===== src/rtl/core/fsmf_pkg.sv =====
// ---------------------------------------------------------------------------
// fsmf_pkg
// Shared types and constants of the first substring match finder: window
// depth, position widths, configuration register indexes and cell control.
// ---------------------------------------------------------------------------
package fsmf_pkg;

  // window depth and the number of pattern bytes it can hold
  localparam int unsigned MaxPattern = 16;
  localparam int unsigned LenW       = 5;
  localparam int unsigned PatSelW    = 4;

  // text index range: position counter holds one more than the last index
  localparam int unsigned IdxW = 16;
  localparam int unsigned PosW = IdxW + 1;

  // configuration port
  localparam int unsigned CfgIdxW  = 2;
  localparam int unsigned CfgDataW = 64;

  localparam logic [CfgIdxW-1:0] RegPatLow  = 2'd0;
  localparam logic [CfgIdxW-1:0] RegPatHigh = 2'd1;
  localparam logic [CfgIdxW-1:0] RegPatLen  = 2'd2;
  localparam logic [CfgIdxW-1:0] RegStart   = 2'd3;

  // per-cell control: shift strobe, compare enable and aligned pattern byte
  typedef struct packed {
    logic       shift;
    logic       active;
    logic [7:0] pat_byte;
  } cell_ctrl_t;

endpackage


===== src/rtl/core/fsmf_cell.sv =====
// ---------------------------------------------------------------------------
// fsmf_cell
// One window cell: holds one text byte, passes it to its neighbour on each
// shift and compares the byte entering it with its aligned pattern byte.
// ---------------------------------------------------------------------------
module fsmf_cell (
  input  logic                 clk_i,
  input  fsmf_pkg::cell_ctrl_t ctrl_i,
  input  logic [7:0]           byte_i,
  output logic [7:0]           byte_o,
  output logic                 hit_o
);

  logic [7:0] byte_q;
  logic [7:0] byte_d;

  // shift in the neighbour's byte
  always_comb begin
    byte_d = byte_q;
    if (ctrl_i.shift) begin
      byte_d = byte_i;
    end
  end

  always_ff @(posedge clk_i) begin
    byte_q <= byte_d;
  end

  assign byte_o = byte_q;

  // the byte entering this cell is the new window byte at this place
  assign hit_o = !ctrl_i.active || (byte_i == ctrl_i.pat_byte);

endmodule


===== src/rtl/core/first_substring_match_finder.sv =====
// ---------------------------------------------------------------------------
// first_substring_match_finder
// Streams one text byte per transaction through a row of window cells and
// reports the first position at or after a start index where the pattern
// begins.
// ---------------------------------------------------------------------------
// Usage:
//   Input channel: text_byte_i with end_of_text_i marking the final byte of a
//   string, qualified by in_valid_i and in_stall_o. Output channel: one
//   result (found_o, match_index_o, too_long_o) per string, qualified by
//   out_valid_o and out_stall_i. Configuration is written through cfg_we_i,
//   cfg_index_i and cfg_data_i while no string is in flight.
//   Throughput is one byte per cycle while in_stall_o is low: the window
//   shifts and all cells compare in the cycle a byte is taken. A string's
//   result appears from the output register the cycle after its last byte.
//   While the receiver stalls a pending result, in_stall_o is raised and the
//   result holds; a free output register never blocks the input side.
//   Reset clears the configuration registers, position, marks and the
//   pending result; after each final byte the per-string state returns to
//   the same cleared values while the configuration is kept.
// ---------------------------------------------------------------------------
module first_substring_match_finder (
  input  logic                               clk_i,
  input  logic                               rst_ni,
  // configuration
  input  logic                               cfg_we_i,
  input  logic [fsmf_pkg::CfgIdxW-1:0]       cfg_index_i,
  input  logic [fsmf_pkg::CfgDataW-1:0]      cfg_data_i,
  // text input
  input  logic                               in_valid_i,
  output logic                               in_stall_o,
  input  logic [7:0]                         text_byte_i,
  input  logic                               end_of_text_i,
  // result output
  output logic                               out_valid_o,
  input  logic                               out_stall_i,
  output logic                               found_o,
  output logic [fsmf_pkg::IdxW-1:0]          match_index_o,
  output logic                               too_long_o
);

  localparam int unsigned N = fsmf_pkg::MaxPattern;

  // configuration registers
  logic [63:0]                 pat_low_q;
  logic [63:0]                 pat_high_q;
  logic [fsmf_pkg::LenW-1:0]   pat_len_q;
  logic [fsmf_pkg::IdxW-1:0]   start_q;

  always_ff @(posedge clk_i or negedge rst_ni) begin
    if (!rst_ni) begin
      pat_low_q  <= '0;
      pat_high_q <= '0;
      pat_len_q  <= '0;
      start_q    <= '0;
    end else if (cfg_we_i) begin
      unique case (cfg_index_i)
        fsmf_pkg::RegPatLow:  pat_low_q  <= cfg_data_i;
        fsmf_pkg::RegPatHigh: pat_high_q <= cfg_data_i;
        fsmf_pkg::RegPatLen:  pat_len_q  <= cfg_data_i[fsmf_pkg::LenW-1:0];
        fsmf_pkg::RegStart:   start_q    <= cfg_data_i[fsmf_pkg::IdxW-1:0];
        default: ;
      endcase
    end
  end

  // handshake
  logic out_valid_q;
  logic in_acc;

  assign in_stall_o = out_valid_q && out_stall_i;
  assign in_acc     = in_valid_i && !in_stall_o;

  // per-string state
  logic [fsmf_pkg::PosW-1:0] pos_q, pos_d;
  logic                      ovf_q, ovf_d;
  logic                      found_q, found_d;
  logic [fsmf_pkg::IdxW-1:0] first_q, first_d;

  logic in_range;
  assign in_range = !pos_q[fsmf_pkg::PosW-1];

  // pattern bytes and length check
  logic [7:0] pat_bytes [N];
  logic       len_ok;

  always_comb begin
    for (int unsigned k = 0; k < N; k++) begin
      if (k < 8) begin
        pat_bytes[k] = pat_low_q[8*k +: 8];
      end else begin
        pat_bytes[k] = pat_high_q[8*(k-8) +: 8];
      end
    end
  end

  assign len_ok = (pat_len_q != '0) && (pat_len_q <= fsmf_pkg::LenW'(N));

  // cell control: window place j is compared with pattern byte len-1-j
  fsmf_pkg::cell_ctrl_t ctrl [N];

  always_comb begin
    logic [fsmf_pkg::LenW-1:0] sel;
    for (int unsigned j = 0; j < N; j++) begin
      sel              = pat_len_q - fsmf_pkg::LenW'(1) - fsmf_pkg::LenW'(j);
      ctrl[j].shift    = in_acc && in_range;
      ctrl[j].active   = len_ok && (fsmf_pkg::LenW'(j) < pat_len_q);
      ctrl[j].pat_byte = pat_bytes[sel[fsmf_pkg::PatSelW-1:0]];
    end
  end

  // row of window cells, newest byte enters cell 0
  logic [7:0] win [N+1];
  logic [N-1:0] hits;

  assign win[0] = text_byte_i;

  for (genvar j = 0; j < N; j++) begin : g_cell
    fsmf_cell u_cell (
      .clk_i  (clk_i),
      .ctrl_i (ctrl[j]),
      .byte_i (win[j]),
      .byte_o (win[j+1]),
      .hit_o  (hits[j])
    );
  end

  // match begin index and window checks
  logic [fsmf_pkg::PosW-1:0] pos_inc;
  logic [fsmf_pkg::PosW-1:0] begin_idx;
  logic                      match;

  assign pos_inc   = pos_q + fsmf_pkg::PosW'(1);
  assign begin_idx = pos_inc - fsmf_pkg::PosW'(pat_len_q);
  assign match     = in_range && len_ok && !found_q && (&hits)
                   && (pos_inc >= fsmf_pkg::PosW'(pat_len_q))
                   && (begin_idx >= fsmf_pkg::PosW'(start_q));

  // next per-string state
  always_comb begin
    pos_d   = pos_q;
    ovf_d   = ovf_q;
    found_d = found_q;
    first_d = first_q;
    if (in_acc) begin
      if (!in_range) begin
        ovf_d = 1'b1;
      end else begin
        pos_d = pos_inc;
        if (match) begin
          found_d = 1'b1;
          first_d = begin_idx[fsmf_pkg::IdxW-1:0];
        end
      end
    end
  end

  always_ff @(posedge clk_i or negedge rst_ni) begin
    if (!rst_ni) begin
      pos_q   <= '0;
      ovf_q   <= 1'b0;
      found_q <= 1'b0;
      first_q <= '0;
    end else if (in_acc && end_of_text_i) begin
      pos_q   <= '0;
      ovf_q   <= 1'b0;
      found_q <= 1'b0;
      first_q <= '0;
    end else begin
      pos_q   <= pos_d;
      ovf_q   <= ovf_d;
      found_q <= found_d;
      first_q <= first_d;
    end
  end

  // output register
  logic                      res_found_q;
  logic [fsmf_pkg::IdxW-1:0] res_idx_q;
  logic                      res_long_q;

  always_ff @(posedge clk_i or negedge rst_ni) begin
    if (!rst_ni) begin
      out_valid_q <= 1'b0;
    end else if (in_acc && end_of_text_i) begin
      out_valid_q <= 1'b1;
    end else if (!out_stall_i) begin
      out_valid_q <= 1'b0;
    end
  end

  always_ff @(posedge clk_i) begin
    if (in_acc && end_of_text_i) begin
      res_found_q <= found_d;
      res_idx_q   <= found_d ? first_d : '0;
      res_long_q  <= ovf_d;
    end
  end

  assign out_valid_o   = out_valid_q;
  assign found_o       = res_found_q;
  assign match_index_o = res_idx_q;
  assign too_long_o    = res_long_q;

endmodule

===== config.mk =====
export PLATFORM = sky130hd
export DESIGN_NAME = first_substring_match_finder
export DESIGN_NICKNAME = d
export VERILOG_FILES = /design/src/rtl/core/fsmf_pkg.sv /design/src/rtl/core/fsmf_cell.sv /design/src/rtl/core/first_substring_match_finder.sv
export SDC_FILE = /design/constraint.sdc
export NUM_CORES = 1
export LEC_CHECK = 0
export BUFFER_PORTS_ARGS = -buffer_cell sky130_fd_sc_hd__buf_2
export CAP_MARGIN = 15
export CELL_PAD_IN_SITES_DETAIL_PLACEMENT = 1
export CELL_PAD_IN_SITES_GLOBAL_PLACEMENT = 1
export CORE_MARGIN = 2
export CORE_UTILIZATION = 47
export DETAILED_ROUTE_END_ITERATION = 8
export GPL_ROUTABILITY_DRIVEN = 1
export PLACE_DENSITY = 0.84
export SYNTH_ARGS = -nofsm -noshare
export SYNTH_HDL_FRONTEND = slang
export SYNTH_SLANG_ARGS = --single-unit

===== constraint.sdc =====
create_clock -name clk_i -period 7.13 [get_ports clk_i]
set_input_delay 0.3565 -clock clk_i [delete_from_list [all_inputs] [get_ports clk_i]]
set_output_delay 0.3565 -clock clk_i [all_outputs]
set_load 0.01 [all_outputs]

==> results.md, run 1 <==
- Endpoints failing hold: 0
- Area share of xor/xnor cells in the synthesized design: between 7 and 8%
- Vias per cell: ~6.6
- Routed len/inst: between 20 and 30 um
- Final std cell area, no fill: around 24000 um2
- Die Span Y: 217 um
- Core ar.: 45100 um2
- Synth Cell Area: around 21000 um2
- Total net switching power: 4.17 mW
- Critical Path Slowest Stage Cell: xnor2_2
- Post-DP HPWL: ~51000 um
- Final #Nets: ~1.8k
- Number of max-slew violations in the final report: 0
- Number of global-route vias before repair: roughly 16k
- Post-synthesis share of cell area spent on full adders, half adders and majority gates: ~2.0%
- Post-synth EDFFs: 138
- Count of clock tree sinks: between 300 and 400
- Worst Slack Setup Final: between 0.8 and 0.9 ns
- Main combinational cell family by area after synthesis: multiplexers
- Total nets after synthesis: ~1.8k
- Sequential share of power: approximately 26%
- Clock period minus worst slack: 6.30 ns
- Synth cell types: 72
- Proportion of total power due to net switching: between 40% and 50%
- Register-to-Register Setup Slack: 0.83 ns
- Leakage: about 9.8 nW
- Pwr Total: about 10 mW
- Clock Power Share: between 20% and 30%
- Fraction of synthesized cell area taken by the top area cell type: 21.7%
- CTS clk-pin slew, worst paths: approximately 0.060 ns
- Fraction of the mapped netlist area in simple logic gates: 6.66%
- Startpoint class of the critical path: register
- Remaining global-route overflow: 0
- Synthesis-to-finish area growth: 11.1%
- Power Dens Cells: 415 nW/um2
- Routability Congestion: around 1.0
- Required time at the worst-slack endpoint: around 7.5 ns
- DRC: 0
- Detailed-routing iteration count for the pre-antenna-repair pass: 5
- Setup repair bufs after CTS: 0
- Gr usage total: 30.0%
- Maximum number of pins on one net before global-route repair: 152
- Count of max-cap constraint violations: 0
- Starting Density: 47.3%
- Post-place setup slack: between 1 and 1.5 ns
- Critical register-to-register path endpoint: match_index_o[2]
- Vias: ~16k
- Initial antenna violation count: 0
- Pin slew with the least headroom to its limit: about 1.1 ns
- Setup tns final: 0 ns
- CTS root buffer: clkbuf_16
- Ys flop type: dfrtp_1
- Launch instance of the worst register-to-register path: pat_len_q[0]
- Hold Path Sink: g_cell[0].u_cell.byte_o[3]
- Worst-path cell chain: clkinv_1, ha_1, xor2_2, ha_1, o21a_1, o21ai_0, xnor2_2, buf_4, mux2i_1, xor2_1, nand4_1, nor3_1, a31oi_1, a2111oi_1, nand3_2, buf_4, o21ai_1
- Data arrival time of the critical path: approximately 6.7 ns
- Number of register bits inferred by synthesis: around 320
- Share of cells above drive strength 1: between 30% and 40%
- Part of the total power dissipated in combinational logic: 54.4%
- Outcome: finished, final reports clean
- Crit end category: register
- Cells after synthesis: 1658
- Number of warnings printed during yosys synthesis: 0
- Final worst path period share: between 80% and 90%
- Violation count after the first detailed-routing iteration: around 1.7k
- Total setup violations reported at the end of the flow: 0
- Sequential area share after synthesis: approximately 41%
- Crit path from: pat_len_q[0]
- Hold path depth: 1
- Post-CTS Resized: 0
- Placed Instances: approximately 2.3k
- Critical hold path startpoint: text_byte_i[3]
- Number of routed nets with antenna violations: 0
- Maximum count of clock buffers along a single path: 3
- Internal portion of total power: approximately 5.7 mW
- Worst supply voltage drop on vdd: between 0.0003 and 0.0004 V
- Average footprint of a synthesized cell: about 13 um2
- Biggest area contributors in the synthesized netlist: dfrtp_1, edfxtp_1, mux4_2
- Routed wire length: 69800 um
- Critical path type: register to register
- Die W: about 220 um
- Maximum level of the CTS H-tree: 2
- Clock buffers created by TritonCTS: 38
- Fraction of synthesized area in multiplexers: ~36%
- Async S/R FF share, synth: between 50 and 60%
- Top fanout value on the critical path: 34
- Filler Cells Inserted: approximately 4.6k
- Unrepaired setup endpoints after global routing: no
- Non-filler cells in the finished layout: around 2.4k
- Core Rows: 78
- CTS tree: done
- Number of port buffers: between 90 and 100
- Peak Freq: 159 MHz
- Depth of the worst register-to-register path: 17
- Type of the tightest min-delay check: input pin to register
- Commonest non-fill, non-tap cell in the layout: mux2i_1
- Tightest slew margin relative to the limit: approximately a quarter
- Wire length of the first global-routing pass: 105000 um
- Worst Skew: about 0.027 ns
- Largest stage delay on the critical path: around 0.9 ns
- Clock latency reported for the late side of the worst-skew pair: approximately 0.58 ns
- Compound-gate portion of the synthesized area: roughly 4.2%
- Dpl cell area: roughly 22000 um2
- I/O Pins: 100
- Largest area contributor in the synthesized netlist: dfrtp_1
- Commonest cells after routing, fill and taps aside: mux2i_1, dfrtp_1, mux2_2, mux4_2, nand2_1
- Die Footprint: around 47000 um2
- Number of hold-repair buffers added at the cts stage: 2
-- cell type report --
type / count / area (um2) / area share [%]
timing repair buffer: 131 / 769 / 3.25
sequential: 323 / 8780 / 37.0
clock inverter: 15 / 131 / 0.554
tap: 600 / 751 / 3.17
inverter: 45 / 169 / 0.713
antenna: 1 / 2.50 / 0.0106
multi-input combinational: 1196 / 12000 / 50.6
clock buffer: 52 / 1110 / 4.67
-- Yosys cell counts (all sizes together), types with 7 or more instances --
cell type  count
dfrtp        185
mux2         177
inv           44
mux4         150
a21oi         34
buf           51
o21ai         52
mux2i        226
xor2          70
o31ai         10
nor4          18
nor3          15
edfxtp       138
ha            32
xnor2         97
nor2          42
nand3         26
nand4         11
a31oi          7
clkbuf        43
nand2        143
-- worst max-delay path: cells and delay by family, from the launching register on --
kind            cells  cell delay, ns
compound gates      5            1.31
fa+ha+maj           2            0.90
simple gates        3            0.66
xor+xnor            3            1.38
mux                 1            0.23
buf+inv             3            1.06
flops               1            0.56
-- metal layers --
| layer | track usage (%) | part of all wire, % |
|---|---|---|
| met1 | 40.7 | 41 |
| met2 | 45.9 | 46 |
| met3 | 5.52 | 8.2 |
| met4 | 15.8 | 5.8 |
| met5 | 0 | 0 |
-- per-stage QoR --
stage | util [%] | hold slack (ns)
floorplan | - | 0.0609
global placement | 49.7 | 0.450
detailed placement | 49.7 | 0.458
CTS | 52.5 | 0.00128
global route | 52.6 | 0.0138
finish | 52.6 | 0.0149
-- power groups by stage --
stage | clock, mW | combinational (mW) | sequential [mW]
2_1_floorplan | 0 | 3.72 | 2.36
3_3_place_gp | 0 | 4.98 | 2.48
3_5_place_dp | 0 | 5.17 | 2.51
4_1_cts | 2.00 | 5.25 | 2.49
5_1_grt | 2.06 | 5.59 | 2.52
6_report | 1.98 | 5.35 | 2.50
-- how the worst max path moves through the flow --
stage,end,slack [ns],cells after the start
2_1_floorplan,match_index_o[10],1.11,22
6_report,match_index_o[2],0.83,17
3_5_place_dp,first_q[15],1.02,17
5_1_grt,match_index_o[2],0.49,17
3_3_place_gp,match_index_o[12],1.39,17
4_1_cts,first_q[15],0.94,17
-- registers in the layout, indices dropped and copies added, names as in the netlist, 5 cells and up --
register	count
g_cell.u_cell.byte_o	120
pat_high_q	64
pat_low_q	64
pos_q	17
first_q	16
match_index_o	16
start_q	16
pat_len_q	5
-- cells by family after synthesis --
kind of cell | after synthesis
mux | 553
flops | 323
simple gates | 298
xor+xnor | 167
compound gates | 145
buf+inv | 139
fa+ha+maj | 33
Note: power is estimated with default switching activity, not from simulation.
==> run 2, diff against run 1 <==
Settings changed: CELL_PAD_IN_SITES_DETAIL_PLACEMENT 1 to unset, CELL_PAD_IN_SITES_GLOBAL_PLACEMENT 1 to unset, PLACE_DENSITY 0.84 to 0.73, SKIP_CTS_REPAIR_TIMING set to 1.
==> run 2 against run 1 <==
Net effect: the flow now finishes with violations (negative hold slack); critical path depth rose by 1; cell area shrank 0.49%; via count fell by 2.7%; global-route usage shrank 3.8 points.
==> results.md, run 2 (synthesis results as in run 1) <==
- Outcome: finished, violations left
- Violations in the final reports: negative hold slack
- Pwr Total: 9.47 mW (-3.6%)
- Required time at the worst-slack endpoint: 7.52 ns (about the same)
- Number of port buffers: 99 (unchanged)
- Routed len/inst: 26.1 um (-11%)
- Initial antenna violation count: 1 (+1)
- FF+latch area: 8780 um2 (unchanged)
- Core ar.: 45100 um2 (unchanged)
- Top fanout value on the critical path: 34 (unchanged)
- Unrepaired setup endpoints after global routing: no
- Routability Congestion: 1.02 (+2.2%)
- CTS root buffer: clkbuf_16
- Worst supply voltage drop on vdd: 0.000247 V (-29%)
- Peak Freq: 165 MHz (+4.0%)
- Filler Cells Inserted: 3808 (-17%)
- Launch instance of the worst register-to-register path: pat_len_q[0]
- Number of max-slew violations in the final report: 0 (unchanged)
- Number of global-route vias before repair: 14.5k (-10%)
- Worst Skew: 0.0313 ns (+0.00465 ns)
- Most heavily used metal layer in global routing: met1
- Clock buffers created by TritonCTS: 36 (-5.3%)
- Die W: 217 um (unchanged)
- Crit path from: pat_len_q[0]
- Leakage: 9.74 nW (-0.41%)
- Final #Nets: 1849 (+0.054%)
- Data arrival time of the critical path: 6.45 ns (-0.24 ns)
- Number of routed nets with antenna violations: 0 (unchanged)
- Post-DP HPWL: 45700 um (-11%)
- Violation count after the first detailed-routing iteration: 1955 (+13%)
- Pin slew with the least headroom to its limit: 1.12 ns (+0.00591 ns)
- Clock period minus worst slack: 6.06 ns (-0.244 ns)
- Total setup violations reported at the end of the flow: 0 (unchanged)
- Vias per cell: 6.39 (-2.7%)
- Synthesis-to-finish area growth: 10.6%
- Met1 Usage GRT: 38.5% (-2.2 points)
- Wire length of the first global-routing pass: 92000 um (-12%)
- Gr usage total: 26.1% (-3.8 points)
- Met3 track demand over resource: 4.71% (-0.81 points)
- Maximum level of the CTS H-tree: 2 (unchanged)
- Crit end category: register
- Antenna Diode Count: 0 (-1)
- Remaining global-route overflow: 0 (unchanged)
- Setup tns final: 0 ns (unchanged)
- Starting Density: 47.3% (unchanged)
- Critical path type: register to register
- Die Footprint: 47100 um2 (unchanged)
- I/O Pins: 100 (unchanged)
- Final worst path period share: 85.0% (-3.4 points)
- Count of max-cap constraint violations: 0 (unchanged)
- Type of the tightest min-delay check: input pin to async pin
- Commonest cells after routing, fill and taps aside: mux2i_1, dfrtp_1, mux2_2, mux4_2, nand2_1
- Maximum count of clock buffers along a single path: 3 (unchanged)
- CTS clk-pin slew, worst paths: 0.06 ns (about the same)
- Clock latency reported for the late side of the worst-skew pair: 0.57 ns (about the same)
- Area occupied by multi-input gates: 12000 um2 (about the same)
- Detailed-routing iteration count for the pre-antenna-repair pass: 5 (unchanged)
- Worst hold slack: -0.0578 ns (-0.0727 ns)
- Startpoint class of the critical path: register
- Maximum number of pins on one net before global-route repair: 165 (+8.6%)
- Routed wire length: 61800 um (-11%)
- Vias: 15.1k (-2.7%)
- Post-place setup slack: 1.10 ns (+0.0778 ns)
- CTS tree: done
- Endpoints failing hold: 46 (+46)
- DRC: 0 (unchanged)
- Die Span Y: 217 um (unchanged)
- Commonest non-fill, non-tap cell in the layout: mux2i_1
- Grt met2 use: 38.4% (-7.5 points)
- Max FFs per register: 120 (unchanged)
- Worst Slack Setup Final: 1.07 ns (+0.244 ns)
- Count of clock tree sinks: 323 (unchanged)
- Power Dens Cells: 402 nW/um2 (-3.2%)
- Tightest slew margin relative to the limit: 25.2% (-0.028 points)
- Share of cells above drive strength 1: 30.5% (about the same)
- Core Rows: 78 (unchanged)
[run 2: cell count changes in the layout (fill, tap and decap cells not counted), moves of 2 or more]
cell and delta:
clkbuf_16 -3, buf_4 +4, bufinv_16 -2, clkbuf_8 -2, clkbuf_1 +3, clkinv_1 -2
clkinv_2 +4, clkinvlp_4 -2
[run 2: stage by stage]
| step | hold WS, ns | util [%] | instance area (um2) | cells |
|---|---|---|---|---|
| 3_5_place_dp | 0.459 | 49.8 | 22400 | 2294 |
| 4_1_cts | -0.0254 | 52.2 | 23500 | 2359 |
| 2_1_floorplan | 0.0609 | - | 21300 | 1658 |
| 3_3_place_gp | 0.450 | 49.8 | 22400 | 2294 |
| 5_1_grt | 0.00525 | 52.3 | 23600 | 2363 |
| 6_report | -0.0578 | 52.3 | 23600 | 2363 |
[run 2: power breakdown]
group	switching, mW	internal (mW)	leakage [nW]
clock network	0.791	1.00	0.549
logic	2.89	2.32	5.60
registers	0.289	2.18	3.59
total	3.97	5.51	9.74
[run 2: area by class of cell]
class | instances | share of cell area (%)
tap | 600 | 3.18
clock buffer | 50 | 4.31
timing repair buffer | 134 | 3.35
inverter | 45 | 0.716
sequential | 323 | 37.2
clock inverter | 15 | 0.387
multi-input combinational | 1196 | 50.8
[run 2: final timing paths]
| path | depth (start not counted) | slack (ns) | to |
|---|---|---|---|
| min in group clk_i | 1 | 0.02 | g_cell[0].u_cell.byte_o[2] |
| max in group asynchronous | 2 | 5.65 | pat_len_q[2] |
| setup / recovery | 18 | 1.07 | match_index_o[8] |
| setup reg to reg | 18 | 1.07 | match_index_o[8] |
| hold / removal | 1 | -0.06 | pat_low_q[11] |
| hold reg to reg | 0 | 0.47 | g_cell[13].u_cell.byte_o[5] |
[run 2: critical path: stages, from the launching register on]
cell and delay (ns):
dfrtp_4 0.43, clkinv_1 0.37, ha_1 0.48, xor2_2 0.21, buf_4 0.36, ha_1 0.43, o21a_1 0.17, o21ai_0 0.13
xnor2_2 0.58, buf_4 0.34, mux2i_1 0.23, xor2_1 0.30, nand4_1 0.20, nor3_1 0.37, a31oi_1 0.18, a2111oi_1 0.47
nand3_2 0.12, buf_4 0.29, o21ai_1 0.18
[run 2: layer usage]
layer  part of all wire, %  wire [um]  up-vias
met1                    42      26000     7653
li1                      -          -     6447
met4                   3.8       2380        0
met2                    44      27200      876
met3                    10       6230      124
met5                     0          0        -
==> run 3, diff against run 2 <==
Settings changed: CORE_ASPECT_RATIO set to 1.2.
==> run 3 against run 2 <==
Net effect: the run now ends clean; critical path depth is 2 lower; wire length is 2.0% lower; register-to-register slack got worse by 0.38 ns; clock-buffer cell count is 4 lower.
==> results.md, run 3 (synthesis results as in run 1) <==
- Outcome: finished, final reports clean
- Power Dens Cells: 397 nW/um2 (-1.2%)
- Clock period minus worst slack: 6.45 ns (+0.385 ns)
- Detailed-routing iteration count for the pre-antenna-repair pass: 6 (+1)
- Unrepaired setup endpoints after global routing: no
- Vias per cell: 6.33 (-0.95%)
- Top fanout value on the critical path: 34 (unchanged)
- Post-DP HPWL: 45700 um (-0.11%)
- Maximum count of clock buffers along a single path: 3 (unchanged)
- Starting Density: 47.5% (+0.22 points)
- Filler Cells Inserted: 3849 (+1.1%)
- Gr usage total: 26.2% (+0.075 points)
- Remaining global-route overflow: 0 (unchanged)
- Total setup violations reported at the end of the flow: 0 (unchanged)
- Count of clock tree sinks: 323 (unchanged)
- Maximum number of pins on one net before global-route repair: 149 (-9.7%)
- Setup tns final: 0 ns (unchanged)
- Worst hold slack: 0.0478 ns (+0.106 ns)
- Placed Instances: 2298 (+0.17%)
- CTS tree: done
- Maximum level of the CTS H-tree: 2 (unchanged)
- I/O Pins: 100 (unchanged)
- DRC: 0 (unchanged)
- Pwr Total: 9.35 mW (-1.3%)
- Routed len/inst: 25.6 um (-2.0%)
- Commonest non-fill, non-tap cell in the layout: mux2i_1
- Vias: 15.0k (-0.95%)
- Hold path depth: 1
- Number of routed nets with antenna violations: 0 (unchanged)
- Number of max-slew violations in the final report: 0 (unchanged)
- Routed wire length: 60500 um (-2.0%)
- Critical path type: register to register
- Final #Nets: 1840 (-0.49%)
- Max FFs per register: 120 (unchanged)
- Share of the core filled with cells: 52.5% (+0.17 points)
- Depth of the worst register-to-register path: 16 (-2)
- Endpoints failing hold: 0 (-100%)
- Clock buffers created by TritonCTS: 35 (-2.8%)
- Number of port buffers: 99 (unchanged)
- Die Span Y: 237 um (+9.4%)
- Core Rows: 85 (+9.0%)
- Number of global-route vias before repair: 14.9k (+2.3%)
- Type of the tightest min-delay check: input pin to register
- CTS clk-pin slew, worst paths: 0.06 ns (about the same)
- Leakage: 9.71 nW (-0.30%)
- CTS root buffer: clkbuf_16
- Violation count after the first detailed-routing iteration: 1353 (-31%)
- Synthesis-to-finish area growth: 10.4%
- Peak Freq: 155 MHz (-6.0%)
- Die W: 198 um (-8.6%)
- Final worst path period share: 90.4% (+5.4 points)
- Worst Skew: 0.0219 ns (-0.00946 ns)
- Clock latency reported for the late side of the worst-skew pair: 0.55 ns (-0.02 ns)
- Startpoint class of the critical path: register
- Largest stage delay on the critical path: 0.91 ns (+0.33 ns)
- Count of max-cap constraint violations: 0 (unchanged)
- Die Footprint: 47100 um2 (about the same)
- Wire length of the first global-routing pass: 92500 um (+0.50%)
- Crit end category: register
- Required time at the worst-slack endpoint: 7.51 ns (about the same)
- Non-filler cells in the finished layout: 2363 (unchanged)
- Initial antenna violation count: 0 (-1)
- Area occupied by multi-input gates: 12000 um2 (unchanged)
- Commonest cells after routing, fill and taps aside: mux2i_1, dfrtp_1, mux2_2, mux4_2, nand2_1
- Core ar.: 44900 um2 (-0.46%)
- Routability Congestion: 1.01 (-0.76%)
- Data arrival time of the critical path: 6.82 ns (+0.37 ns)
- Worst-path cell chain: inv_1, ha_4, inv_2, ha_1, or3_1, a21oi_2, nor4_4, nor2_2, mux4_2, xor2_1, nor4_1, nand4_1, a2111oi_1, nand3_2, buf_4, o21ai_1
- Share of cells above drive strength 1: 30.3% (-0.23 points)
- Tightest slew margin relative to the limit: 22.5% (-2.6 points)
- Worst supply voltage drop on vdd: 0.000247 V (about the same)
- Pin slew with the least headroom to its limit: 1.15 ns (+0.0307 ns)
- FF+latch area: 8780 um2 (unchanged)
- Critical Path Slowest Stage Cell: nor2_2
run 3: worst max-delay path: cells and delay by family (launching register included):
family,cells,cell delay [ns]
AND/OR/NAND/NOR,6,2.44
AO/OA/AOI/OAI,3,0.99
flip-flops,1,0.78
adder cells (fa/ha/maj),2,0.77
buffers and inverters,3,0.66
multiplexers,1,0.44
XOR/XNOR,1,0.16
run 3: area by class of cell:
class | count | share of cell area, %
multi-input combinational | 1196 | 50.9
sequential | 323 | 37.3
clock buffer | 46 | 4.12
tap | 609 | 3.24
timing repair buffer | 126 | 3.12
inverter | 45 | 0.717
clock inverter | 17 | 0.616
antenna | 1 | 0.0106
run 3: where the power goes:
group          internal, mW  switching, mW  leakage (nW)
clock network          1.04          0.786         0.556
registers              2.18          0.274          3.59
logic                  2.31           2.76          5.56
total                  5.53           3.82          9.71
run 3: worst paths after layout:
| check | slack [ns] | startpoint | endpoint |
|---|---|---|---|
| worst max-delay path | 0.68 | pat_len_q[1] | match_index_o[15] |
| max in group asynchronous | 5.56 | rst_ni | pat_len_q[0] |
| min in group asynchronous | 0.30 | rst_ni | pat_low_q[18] |
| worst max register to register | 0.68 | pat_len_q[1] | match_index_o[15] |
| worst min register to register | 0.47 | g_cell[0].u_cell.byte_o[1] | g_cell[1].u_cell.byte_o[1] |
| worst min-delay path | 0.05 | text_byte_i[6] | g_cell[0].u_cell.byte_o[6] |
run 3: metrics by stage:
step	cell area [um2]	setup slack [ns]
2_1_floorplan	21300	1.11
3_3_place_gp	22400	0.998
3_5_place_dp	22400	0.845
4_1_cts	23500	0.816
5_1_grt	23500	0.406
6_report	23500	0.685
run 3: routing by layer:
metal,vias to the layer above,part of all wire [%],track usage [%]
met3,161,7.8,4.16
met2,728,48,43.2
met1,7643,39,34.1
li1,6424,-,-
met4,0,5.2,11.8
met5,-,0,0
